[src/rtl/tom_pkg.sv]
`default_nettype none
package tom_pkg;

    localparam int TABLE_ENTRIES = 64;
    localparam int IDX_W = 8;

    localparam int DVD_W = 42;
    localparam int DVS_W = 39;
    localparam int DCNT_W = 6;

    localparam logic [2:0] REG_POLICY = 3'd0;
    localparam logic [2:0] REG_GRACE = 3'd1;
    localparam logic [2:0] REG_GRACE_DIV = 3'd2;
    localparam logic [2:0] REG_SAFETY = 3'd3;
    localparam logic [2:0] REG_OFF_LIMIT = 3'd4;
    localparam logic [2:0] REG_STRETCH = 3'd5;
    localparam logic [2:0] REG_SLIP = 3'd6;
    localparam logic [2:0] REG_TICK = 3'd7;

    localparam logic [2:0] POL_NOTHING = 3'd0;
    localparam logic [2:0] POL_RESYNC = 3'd1;
    localparam logic [2:0] POL_DEBUG = 3'd2;
    localparam logic [2:0] POL_STRETCH = 3'd3;
    localparam logic [2:0] POL_SLIP = 3'd4;
    localparam logic [2:0] POL_SUSPEND = 3'd5;
    localparam logic [2:0] POL_KILL = 3'd6;

    localparam logic [2:0] ACT_NONE = 3'd0;
    localparam logic [2:0] ACT_RESYNC = 3'd1;
    localparam logic [2:0] ACT_STRETCH = 3'd2;
    localparam logic [2:0] ACT_SUSPEND = 3'd3;
    localparam logic [2:0] ACT_KILL = 3'd4;
    localparam logic [2:0] ACT_RESUME = 3'd5;
    localparam logic [2:0] ACT_WARN = 3'd6;

    typedef struct packed {
        logic [7:0]  task_id;
        logic [15:0] count;
        logic [31:0] orig;
        logic        slipping;
        logic [31:0] countdown;
        logic        forced;
    } t_entry;

    typedef struct packed {
        logic [IDX_W-1:0] rd_addr;
        logic             wr_en;
        logic [IDX_W-1:0] wr_addr;
        t_entry           wr_data;
        logic             seen_en;
        logic [IDX_W-1:0] seen_addr;
        logic             alloc_en;
        logic             purge;
    } t_tbl_ctl;

endpackage
`default_nettype wire

[src/rtl/tom_div.sv]
`default_nettype none
module tom_div (
    input  wire logic                      i_clk,
    input  wire logic                      i_rst_n,
    input  wire logic                      i_start,
    input  wire logic [tom_pkg::DVD_W-1:0] i_dvd,
    input  wire logic [tom_pkg::DVS_W-1:0] i_dvs,
    output logic                           o_done,
    output logic [tom_pkg::DVD_W-1:0]      o_quot
);
    import tom_pkg::*;

    logic              r_busy;
    logic              r_done;
    logic [DCNT_W-1:0] r_cnt;
    logic [DVD_W-1:0]  r_q;
    logic [DVS_W:0]    r_rem;
    logic [DVS_W-1:0]  r_dvs;
    logic [DVS_W:0]    rem_sh;
    logic              ge;

    assign rem_sh = {r_rem[DVS_W-1:0], r_q[DVD_W-1]};
    assign ge = rem_sh >= {1'b0, r_dvs};

    always_ff @(posedge i_clk) begin
        if (!i_rst_n) begin
            r_busy <= 1'b0;
            r_done <= 1'b0;
            r_cnt <= '0;
        end else begin
            r_done <= !i_start && r_busy && (r_cnt == '0);
            if (i_start) begin
                r_busy <= 1'b1;
                r_cnt <= DCNT_W'(DVD_W - 1);
            end else if (r_busy) begin
                r_cnt <= r_cnt - DCNT_W'(1);
                if (r_cnt == '0) begin
                    r_busy <= 1'b0;
                end
            end
        end
    end

    always_ff @(posedge i_clk) begin
        if (i_start) begin
            r_q <= i_dvd;
            r_rem <= '0;
            r_dvs <= i_dvs;
        end else if (r_busy) begin
            r_rem <= ge ? (rem_sh - {1'b0, r_dvs}) : rem_sh;
            r_q <= {r_q[DVD_W-2:0], ge};
        end
    end

    assign o_done = r_done;
    assign o_quot = r_q;
endmodule
`default_nettype wire

[config.mk]
export PLATFORM = sky130hd
export DESIGN_NAME = tom_div
export DESIGN_NICKNAME = d
export VERILOG_FILES = /design/src/rtl/tom_pkg.sv /design/src/rtl/tom_div.sv
export SDC_FILE = /design/constraint.sdc
export NUM_CORES = 1
export LEC_CHECK = 0
export BUFFER_PORTS_ARGS = -buffer_cell sky130_fd_sc_hd__buf_2
export CAP_MARGIN = 10
export CORE_UTILIZATION = 25
export DETAILED_ROUTE_END_ITERATION = 16
export GPL_ROUTABILITY_DRIVEN = 0
export PLACE_DENSITY_LB_ADDON = 0.25
export RECOVER_POWER = 25
export SYNTH_ARGS = -nofsm -noshare
export SYNTH_HDL_FRONTEND = slang
export SYNTH_SLANG_ARGS = --single-unit
[constraint.sdc]
create_clock -name i_clk -period 4.1 [get_ports i_clk]
set_input_delay 0.82 -clock i_clk [delete_from_list [all_inputs] [get_ports i_clk]]
set_output_delay 0.82 -clock i_clk [all_outputs]
set_load 0.02 [all_outputs]
==> results_tabular.tex, run 1 <==
\begin{tabular}{lr}
\hline
Metric & Value \\
\hline
\multicolumn{2}{l}{\textbf{Synth}} \\
Largest area contributor in the synthesized netlist & sky130\_fd\_sc\_hd\_\_edfxtp\_1 \\
Primary flip-flop cell chosen by synthesis mapping & sky130\_fd\_sc\_hd\_\_edfxtp\_1 \\
Library cell with the highest instance count after synthesis & sky130\_fd\_sc\_hd\_\_edfxtp\_1 \\
Count of cell types in the netlist & 72 \\
Number of cells produced by synthesis & 779 \\
Top cells by area, synth & sky130\_fd\_sc\_hd\_\_edfxtp\_1 31\%, sky130\_fd\_sc\_hd\_\_dfxtp\_1 12\%, sky130\_fd\_sc\_hd\_\_ha\_1 6.6\%, sky130\_fd\_sc\_hd\_\_mux2\_2 6.1\%, sky130\_fd\_sc\_hd\_\_nand2\_1 3.1\% \\
Flops \& latches, synth & 128 \\
Average size of a mapped cell & 9.944 µm² \\
Number of warnings reported in the yosys synthesis log & 0 \\
Post-synthesis sequential area ratio & 0.4355 \\
Fraction of post-synthesis cell area in the top cell type by area & 0.3140 \\
Netlist area before placement & 7746 µm² \\
Number of synthesized flops with an enable pin & 81 \\
Top cells by instance count after synthesis & 81 x sky130\_fd\_sc\_hd\_\_edfxtp\_1, 64 x sky130\_fd\_sc\_hd\_\_nand2\_1, 58 x sky130\_fd\_sc\_hd\_\_inv\_1, 54 x sky130\_fd\_sc\_hd\_\_nor2\_1, 47 x sky130\_fd\_sc\_hd\_\_dfxtp\_1 \\
Nets in the synthesized netlist & 905 \\
Share of flip-flops with an asynchronous set or reset after synthesis & 0 \\
\multicolumn{2}{l}{\textbf{Die}} \\
Die outline height & 178.0 µm \\
IO Pins & 127 \\
Die width & 178.0 µm \\
Initial cell density of the core & 0.2539 \\
Area of the die & 31690 µm² \\
Std-Cell Rows & 64 \\
Placeable core region & 30510 µm² \\
\multicolumn{2}{l}{\textbf{Clock tree}} \\
H-Tree Depth & 4 \\
CTS clk-pin slew, worst paths & 70 ps \\
Count of hold-fix buffers inserted at cts & 0 \\
Setup fix buffers added after clock tree synthesis & 0 \\
TritonCTS Buffers & 17 \\
Clk sink count & 128 \\
Root buf cell & sky130\_fd\_sc\_hd\_\_clkbuf\_16 \\
Clock tree from TritonCTS & yes \\
Number of buffers between clock root and the deepest sink & 2 \\
Post-CTS Resized & 0 \\
Clk Latency, worst-skew pair & 420 ps \\
\multicolumn{2}{l}{\textbf{Timing}} \\
Total negative slack for setup checks & 0 ps \\
Max-slew violations & 38 \\
Worst setup slack after layout & 916.2 ps \\
Min Tclk post-route & 3184 ps \\
Unrepaired setup endpoints after global routing & no \\
Worst hold margin & 483.5 ps \\
Final-report hold violation count & 0 \\
Fmax achieved & 314.1 MHz \\
Number of endpoints failing setup at the final stage & 0 \\
Slew at the pin closest to its max-slew limit & 1739 ps \\
Fraction of the cycle the final worst path needs & 0.7765 \\
Worst slew margin & -0.1596 \\
Clock Skew & 9.643 ps \\
\multicolumn{2}{l}{\textbf{Power and ir drop}} \\
Internal power & 2.632 mW \\
Sw Pwr & 1.091 mW \\
Fraction of power spent switching nets & 0.2930 \\
Sequential share of power & 0.413 \\
Static Leak & 3.737 nW \\
Fraction of power consumed by the clock network & 0.407 \\
Pwr/cell area & 399.5 nW/µm² \\
Proportion of power drawn by combinational gates & 0.179 \\
Power after layout & 3.723 mW \\
Max rail drop VDD & 0.1969 mV \\
\multicolumn{2}{l}{\textbf{Placed design}} \\
Count of port buffers added during placement & 126 \\
Area after DPL & 8746 µm² \\
DP Worst Slack & 896.5 ps \\
Half-perimeter wire length of the detailed placement result & 16330 µm \\
\multicolumn{2}{l}{\textbf{Global route}} \\
Number of antenna violations at the first check in global routing & 2 \\
GR Layer Usage met3 & 0.03964 \\
Pin count of the biggest net entering global routing & 73 \\
First-pass GRT wire length & 36050 µm \\
Met2 global-route usage & 0.2343 \\
Most utilized layer in the global route result & met2 \\
GRT overflow & 0 \\
Met1 Use GR & 0.1924 \\
Total track usage & 0.1479 \\
Via count of the first global-routing pass & 6575 \\
\multicolumn{2}{l}{\textbf{Route}} \\
Final WL & 22370 µm \\
Residual DRC count & 0 \\
Number of design-rule violations left by the first detailed-router iteration & 379 \\
Count of vias placed by the detailed router & 6404 \\
Vias per cell & 4.922 \\
Remaining antenna violation count after routing & 0 \\
First-pass iteration count of the detailed router & 5 \\
Routed len/inst & 17.19 µm \\
\multicolumn{2}{l}{\textbf{Critical path}} \\
Endpoint arrival time on the critical path & 3510 ps \\
Nature of the critical path startpoint & flop \\
Worst Path Max Fanout & 13 \\
Worst Setup Path Type & reg -> reg \\
Required time of the critical path & 4430 ps \\
Kind of end point of the critical path & flop \\
\multicolumn{2}{l}{\textbf{Finish}} \\
Final-stage net count & 1017 \\
Area growth from synthesis to layout & 20.29\% \\
Design area & 9318 µm² \\
Fraction of final layout cells with drive strength greater than 1 & 0.2489 \\
Layout filler cell count & 3196 \\
\multicolumn{2}{l}{\textbf{Hold path}} \\
Worst hold-check path type & reg -> reg \\
\multicolumn{2}{l}{\textbf{Run status}} \\
Run status & finished, violations left \\
Violations in the final reports & max-capacitance violations, max-slew violations \\
\multicolumn{2}{l}{\textbf{Run}} \\
Max-cap violations & 1 \\
\hline
\end{tabular}
[layer usage]
metal | vias up | wire length, µm
li1 | 3138 | -
met1 | 3037 | 10430
met2 | 202 | 10040
met3 | 25 | 1474
met4 | 2 | 412
met5 | - | 13
[cell usage in the layout, fill, tap and decap left out, types with 7 or more instances in the layout]
master,n
sky130_fd_sc_hd__o21ai_0,31
sky130_fd_sc_hd__a311oi_1,12
sky130_fd_sc_hd__and3_1,7
sky130_fd_sc_hd__nand2b_1,8
sky130_fd_sc_hd__mux2_2,42
sky130_fd_sc_hd__nand2_1,64
sky130_fd_sc_hd__buf_4,10
sky130_fd_sc_hd__edfxtp_1,81
sky130_fd_sc_hd__nor2_1,54
sky130_fd_sc_hd__clkbuf_16,18
sky130_fd_sc_hd__o31ai_1,9
sky130_fd_sc_hd__nand4_1,17
sky130_fd_sc_hd__a211oi_1,12
sky130_fd_sc_hd__o211ai_1,10
sky130_fd_sc_hd__xnor2_1,17
sky130_fd_sc_hd__buf_2,120
sky130_fd_sc_hd__nand3_1,28
sky130_fd_sc_hd__dfxtp_1,47
sky130_fd_sc_hd__inv_1,58
sky130_fd_sc_hd__clkbuf_1,7
sky130_fd_sc_hd__ha_1,41
sky130_fd_sc_hd__o21ai_1,10
sky130_fd_sc_hd__a21oi_1,45
sky130_fd_sc_hd__xor2_1,15
sky130_fd_sc_hd__o21bai_1,7
sky130_fd_sc_hd__a21o_1,9
sky130_fd_sc_hd__nor3_1,11
[cell families (layout without fill, tap and decap cells)]
| group | after synthesis | in the layout | share of synthesized area |
|---|---|---|---|
| AOI/OAI and AO/OA | 213 | 213 | 0.2014 |
| xor gates and xnor gates | 32 | 32 | 0.03618 |
| adders and majority gates | 42 | 42 | 0.06881 |
| buffers and inverters | 102 | 227 | 0.05928 |
| DFF | 128 | 128 | 0.4355 |
| muxes | 45 | 45 | 0.06493 |
| other | 0 | 1 | 0 |
| and+or+nand+nor | 217 | 217 | 0.1339 |
[final timing paths]
| path | from | cells after the start | slack, ps | endpoint |
|---|---|---|---|---|
| setup / recovery | o_quot[41] | 12 | 920 | r_rem[12] |
| hold / removal | r_rem[8] | 2 | 480 | r_rem[8] |
| setup reg to reg | o_quot[41] | 12 | 920 | r_rem[12] |
| hold reg to reg | r_rem[8] | 2 | 480 | r_rem[8] |
[state kept, by name, summed over array words and instances (netlist names)]
| signal | count |
|---|---|
| o_done | 1 |
| o_quot | 42 |
| r_dvs | 39 |
| r_busy | 1 |
| r_cnt | 6 |
| r_rem | 39 |
[power groups by stage]
stage / combinational [mW] / clock [mW] / sequential, mW
2_1_floorplan: 0.416 / 0 / 1.61
3_3_place_gp: 0.675 / 0 / 1.56
3_5_place_dp: 0.669 / 0 / 1.56
4_1_cts: 0.672 / 1.55 / 1.54
5_1_grt: 0.742 / 1.60 / 1.55
6_report: 0.668 / 1.52 / 1.54
[worst max-delay path, stage by stage, from the launching register on]
cell and delay [ps]:
sky130_fd_sc_hd__edfxtp_1 380, sky130_fd_sc_hd__inv_1 50, sky130_fd_sc_hd__ha_1 210, sky130_fd_sc_hd__fa_1 370, sky130_fd_sc_hd__nand2b_1 190, sky130_fd_sc_hd__a21oi_1 280
sky130_fd_sc_hd__o31a_1 210, sky130_fd_sc_hd__o21bai_2 110, sky130_fd_sc_hd__a31oi_4 260, sky130_fd_sc_hd__o21ba_1 360, sky130_fd_sc_hd__buf_4 290, sky130_fd_sc_hd__o21ai_0 100
sky130_fd_sc_hd__a311oi_1 260
[per-stage QoR]
step                      std cells  utilization
after detailed placement       1268       0.2867
after floorplan                 779            -
final                          1301       0.3054
after global placement         1268       0.2867
after global routing           1300       0.3053
after CTS                      1300       0.3057
[final cells by class]
type                            instances  area (µm²)  share of cell area
Multi-Input combinational cell        549        3931              0.4219
Sequential cell                       128        3373              0.3620
Timing Repair Buffer                  137       718.2             0.07708
Tap cell                              396       495.5             0.05318
Clock buffer                           20       467.9             0.05022
Inverter                               58       217.7             0.02337
Clock inverter                         12       111.4             0.01195
Antenna cell                            1       2.502           0.0002686
(Power assumes the default switching activity.)
==> run 2, diff against run 1 <==
==> constraint.sdc (replaced) <==
create_clock -name i_clk -period 2.83 [get_ports i_clk]
set_input_delay 0.566 -clock i_clk [delete_from_list [all_inputs] [get_ports i_clk]]
set_output_delay 0.566 -clock i_clk [all_outputs]
set_load 0.02 [all_outputs]
==> run 2 against run 1 <==
  * Routed wire length grew 4.2%
  * Via count grew 4.7%
  * Combinational power grew 63%
  * Final cell count grew 4.6%
  * Total power grew 55%
  * Critical endpoint is now r_rem[23]
  * Largest cell class unchanged
  * Global-route usage grew 0.45 points
  * Critical path type unchanged
  * Clock skew grew 3.0 ps
  * Setup slack lost 870 ps
  * The run now ends clean
==> results_tabular.tex, run 2 (same netlist as run 1, synthesis figures left out) <==
\begin{tabular}{lr}
\hline
Metric & Value \\
\hline
\multicolumn{2}{l}{\textbf{Finish}} \\
Final-stage net count & 1078 (+6.0\%) \\
Most common cell after layout, fill and taps aside & sky130\_fd\_sc\_hd\_\_buf\_2 \\
Commonest cells after routing, fill and taps aside & 125 x sky130\_fd\_sc\_hd\_\_buf\_2, 81 x sky130\_fd\_sc\_hd\_\_edfxtp\_1, 65 x sky130\_fd\_sc\_hd\_\_buf\_4, 64 x sky130\_fd\_sc\_hd\_\_nand2\_1, 57 x sky130\_fd\_sc\_hd\_\_inv\_1 \\
Design area & 10070 µm² (+8.0\%) \\
Fraction of final layout cells with drive strength greater than 1 & 0.3337 (+0.08478) \\
Number of standard cells in the final layout excluding fillers & 1361 (+4.6\%) \\
Flip-flop count of the largest register after layout & 42 (unchanged) \\
Area growth from synthesis to layout & 29.96\% \\
Ant diodes & 0 (-1) \\
\multicolumn{2}{l}{\textbf{Clock tree}} \\
CTS clk-pin slew, worst paths & 60 ps (about the same) \\
H-Tree Depth & 4 (unchanged) \\
Number of buffers between clock root and the deepest sink & 2 (unchanged) \\
Clk sink count & 128 (unchanged) \\
TritonCTS Buffers & 17 (unchanged) \\
Clock tree from TritonCTS & yes \\
Clk Latency, worst-skew pair & 420 ps (about the same) \\
Root buf cell & sky130\_fd\_sc\_hd\_\_clkbuf\_16 \\
Count of hold-fix buffers inserted at cts & 0 (unchanged) \\
\multicolumn{2}{l}{\textbf{Global route}} \\
Via count of the first global-routing pass & 6786 (+3.2\%) \\
Pin count of the biggest net entering global routing & 56 (-23\%) \\
Total track usage & 0.1524 (+0.004480) \\
GRT overflow & 0 (unchanged) \\
Number of antenna violations at the first check in global routing & 2 (unchanged) \\
First-pass GRT wire length & 37070 µm (+2.8\%) \\
\multicolumn{2}{l}{\textbf{Critical path}} \\
Kind of end point of the critical path & flop \\
Register-to-register setup slack & 40 ps (-870 ps) \\
Reg2Reg Launch Point & r\_dvs[0] \\
Endpoint arrival time on the critical path & 3120 ps (-390 ps) \\
Required time of the critical path & 3160 ps (-1270 ps) \\
Worst Setup Path Type & reg -> reg \\
Reg2Reg Capture Point & r\_rem[23] \\
Nature of the critical path startpoint & flop \\
Number of cells on the worst reg-to-reg path & 11 (-1) \\
Worst Path Max Fanout & 19 (+6) \\
\multicolumn{2}{l}{\textbf{Power and ir drop}} \\
Static Leak & 4.090 nW (+9.4\%) \\
Pwr/cell area & 573.6 nW/µm² (+44\%) \\
Power after layout & 5.775 mW (+55\%) \\
Max rail drop VDD & 0.2867 mV (+46\%) \\
\multicolumn{2}{l}{\textbf{Timing}} \\
Final-report hold violation count & 0 (unchanged) \\
Worst hold margin & 315.9 ps (-167.6 ps) \\
Unrepaired setup endpoints after global routing & yes \\
Max-slew violations & 0 (-100\%) \\
Fmax achieved & 358.7 MHz (+14\%) \\
Min Tclk post-route & 2788 ps (-395.8 ps) \\
Number of endpoints failing setup at the final stage & 0 (unchanged) \\
Slew at the pin closest to its max-slew limit & 769.4 ps (-969.9 ps) \\
Clock Skew & 12.61 ps (+2.970 ps) \\
Total negative slack for setup checks & 0 ps (unchanged) \\
Fraction of the cycle the final worst path needs & 0.9852 (+0.2086) \\
Worst slew margin & 0.4805 (+0.6401) \\
\multicolumn{2}{l}{\textbf{Die}} \\
Std-Cell Rows & 64 (unchanged) \\
Placeable core region & 30510 µm² (unchanged) \\
IO Pins & 127 (unchanged) \\
Die width & 178.0 µm (unchanged) \\
Die outline height & 178.0 µm (unchanged) \\
Area of the die & 31690 µm² (unchanged) \\
Initial cell density of the core & 0.2539 (unchanged) \\
\multicolumn{2}{l}{\textbf{Run}} \\
Max-cap violations & 0 (-1) \\
\multicolumn{2}{l}{\textbf{Route}} \\
First-pass iteration count of the detailed router & 5 (unchanged) \\
Residual DRC count & 0 (unchanged) \\
Number of design-rule violations left by the first detailed-router iteration & 369 (-2.6\%) \\
Final WL & 23310 µm (+4.2\%) \\
Count of vias placed by the detailed router & 6703 (+4.7\%) \\
Vias per cell & 4.925 (about the same) \\
Routed len/inst & 17.12 µm (-0.41\%) \\
Remaining antenna violation count after routing & 0 (unchanged) \\
\multicolumn{2}{l}{\textbf{Hold path}} \\
Hold path depth & 1 (-1) \\
Hold worst-path end & r\_dvs[33] \\
Worst Hold Launch & i\_dvs[33] \\
Worst hold-check path type & in -> reg \\
\multicolumn{2}{l}{\textbf{Placed design}} \\
Cells after DPL & 1324 (+4.4\%) \\
Area after DPL & 9183 µm² (+5.0\%) \\
Count of port buffers added during placement & 126 (unchanged) \\
Half-perimeter wire length of the detailed placement result & 17090 µm (+4.7\%) \\
\multicolumn{2}{l}{\textbf{Run status}} \\
Run status & finished clean \\
\hline
\end{tabular}
[run 2: cell types whose count changed in the layout (fill, tap and decap cells not counted), sizes merged]
| cell | delta |
|---|---|
| buf | +65 |
| bufinv | +4 |
| clkbuf | -6 |
| clkinv | -3 |
| diode | -1 |
| inv | +1 |
[run 2: area by class of cell]
type,count,area [µm²]
clock buffers,18,429.2
multi-input cells,549,4104
clock inverters,14,212.7
repair buffers,198,1235
fillers,3167,20440
well taps,396,495.5
inverters,58,217.7
flip-flops and latches,128,3373
[run 2: worst max-delay path by stage]
stage | startpoint | to | cells past startpoint
5_1_grt | r_dvs[0] | r_rem[23] | 11
4_1_cts | o_quot[41] | r_rem[20] | 12
6_report | r_dvs[0] | r_rem[23] | 11
3_5_place_dp | o_quot[41] | r_rem[12] | 12
2_1_floorplan | o_quot[41] | r_rem[26] | 13
3_3_place_gp | o_quot[41] | r_rem[36] | 13
[run 2: per-layer routing]
| metal | track usage | wire length (µm) | up-vias |
|---|---|---|---|
| met4 | 0.05413 | 505 | 2 |
| li1 | - | - | 3260 |
| met1 | 0.1965 | 10540 | 3149 |
| met2 | 0.2463 | 10590 | 255 |
| met5 | 0 | 13 | - |
| met3 | 0.03708 | 1653 | 37 |
[run 2: report_power, final]
group | switching [mW] | total, mW | internal [mW]
clock | 0.893 | 2.46 | 1.56
combinational | 0.638 | 1.09 | 0.453
sequential | 0.0770 | 2.23 | 2.15
total | 1.61 | 5.78 | 4.17
[run 2: what timing repair did]
item,in CTS,in global routing
gates resized for setup,1,57
setup endpoints to repair,6,32
cloned,0,1
buffers inserted,0,4
pin swaps,0,20
endpoints found under the hold margin,0,0
[run 2: worst max-delay path: stages (launching register included)]
cell and delay (ps):
sky130_fd_sc_hd__edfxtp_1 420, sky130_fd_sc_hd__ha_4 190, sky130_fd_sc_hd__fa_2 390, sky130_fd_sc_hd__nand2b_4 160, sky130_fd_sc_hd__a21oi_2 150, sky130_fd_sc_hd__o31a_1 200, sky130_fd_sc_hd__o21bai_2 110, sky130_fd_sc_hd__a31oi_4 260
sky130_fd_sc_hd__o21bai_4 110, sky130_fd_sc_hd__buf_12 170, sky130_fd_sc_hd__a211o_1 290, sky130_fd_sc_hd__a311oi_1 240
[run 2: stage by stage]
stage                     worst slack (ps)    util
final                                42.00  0.3300
after global routing                -80.56  0.3300
after CTS                           -26.90  0.3220
after detailed placement            -38.62  0.3010
after global placement              -36.95  0.3010
after floorplan                      26.89       -
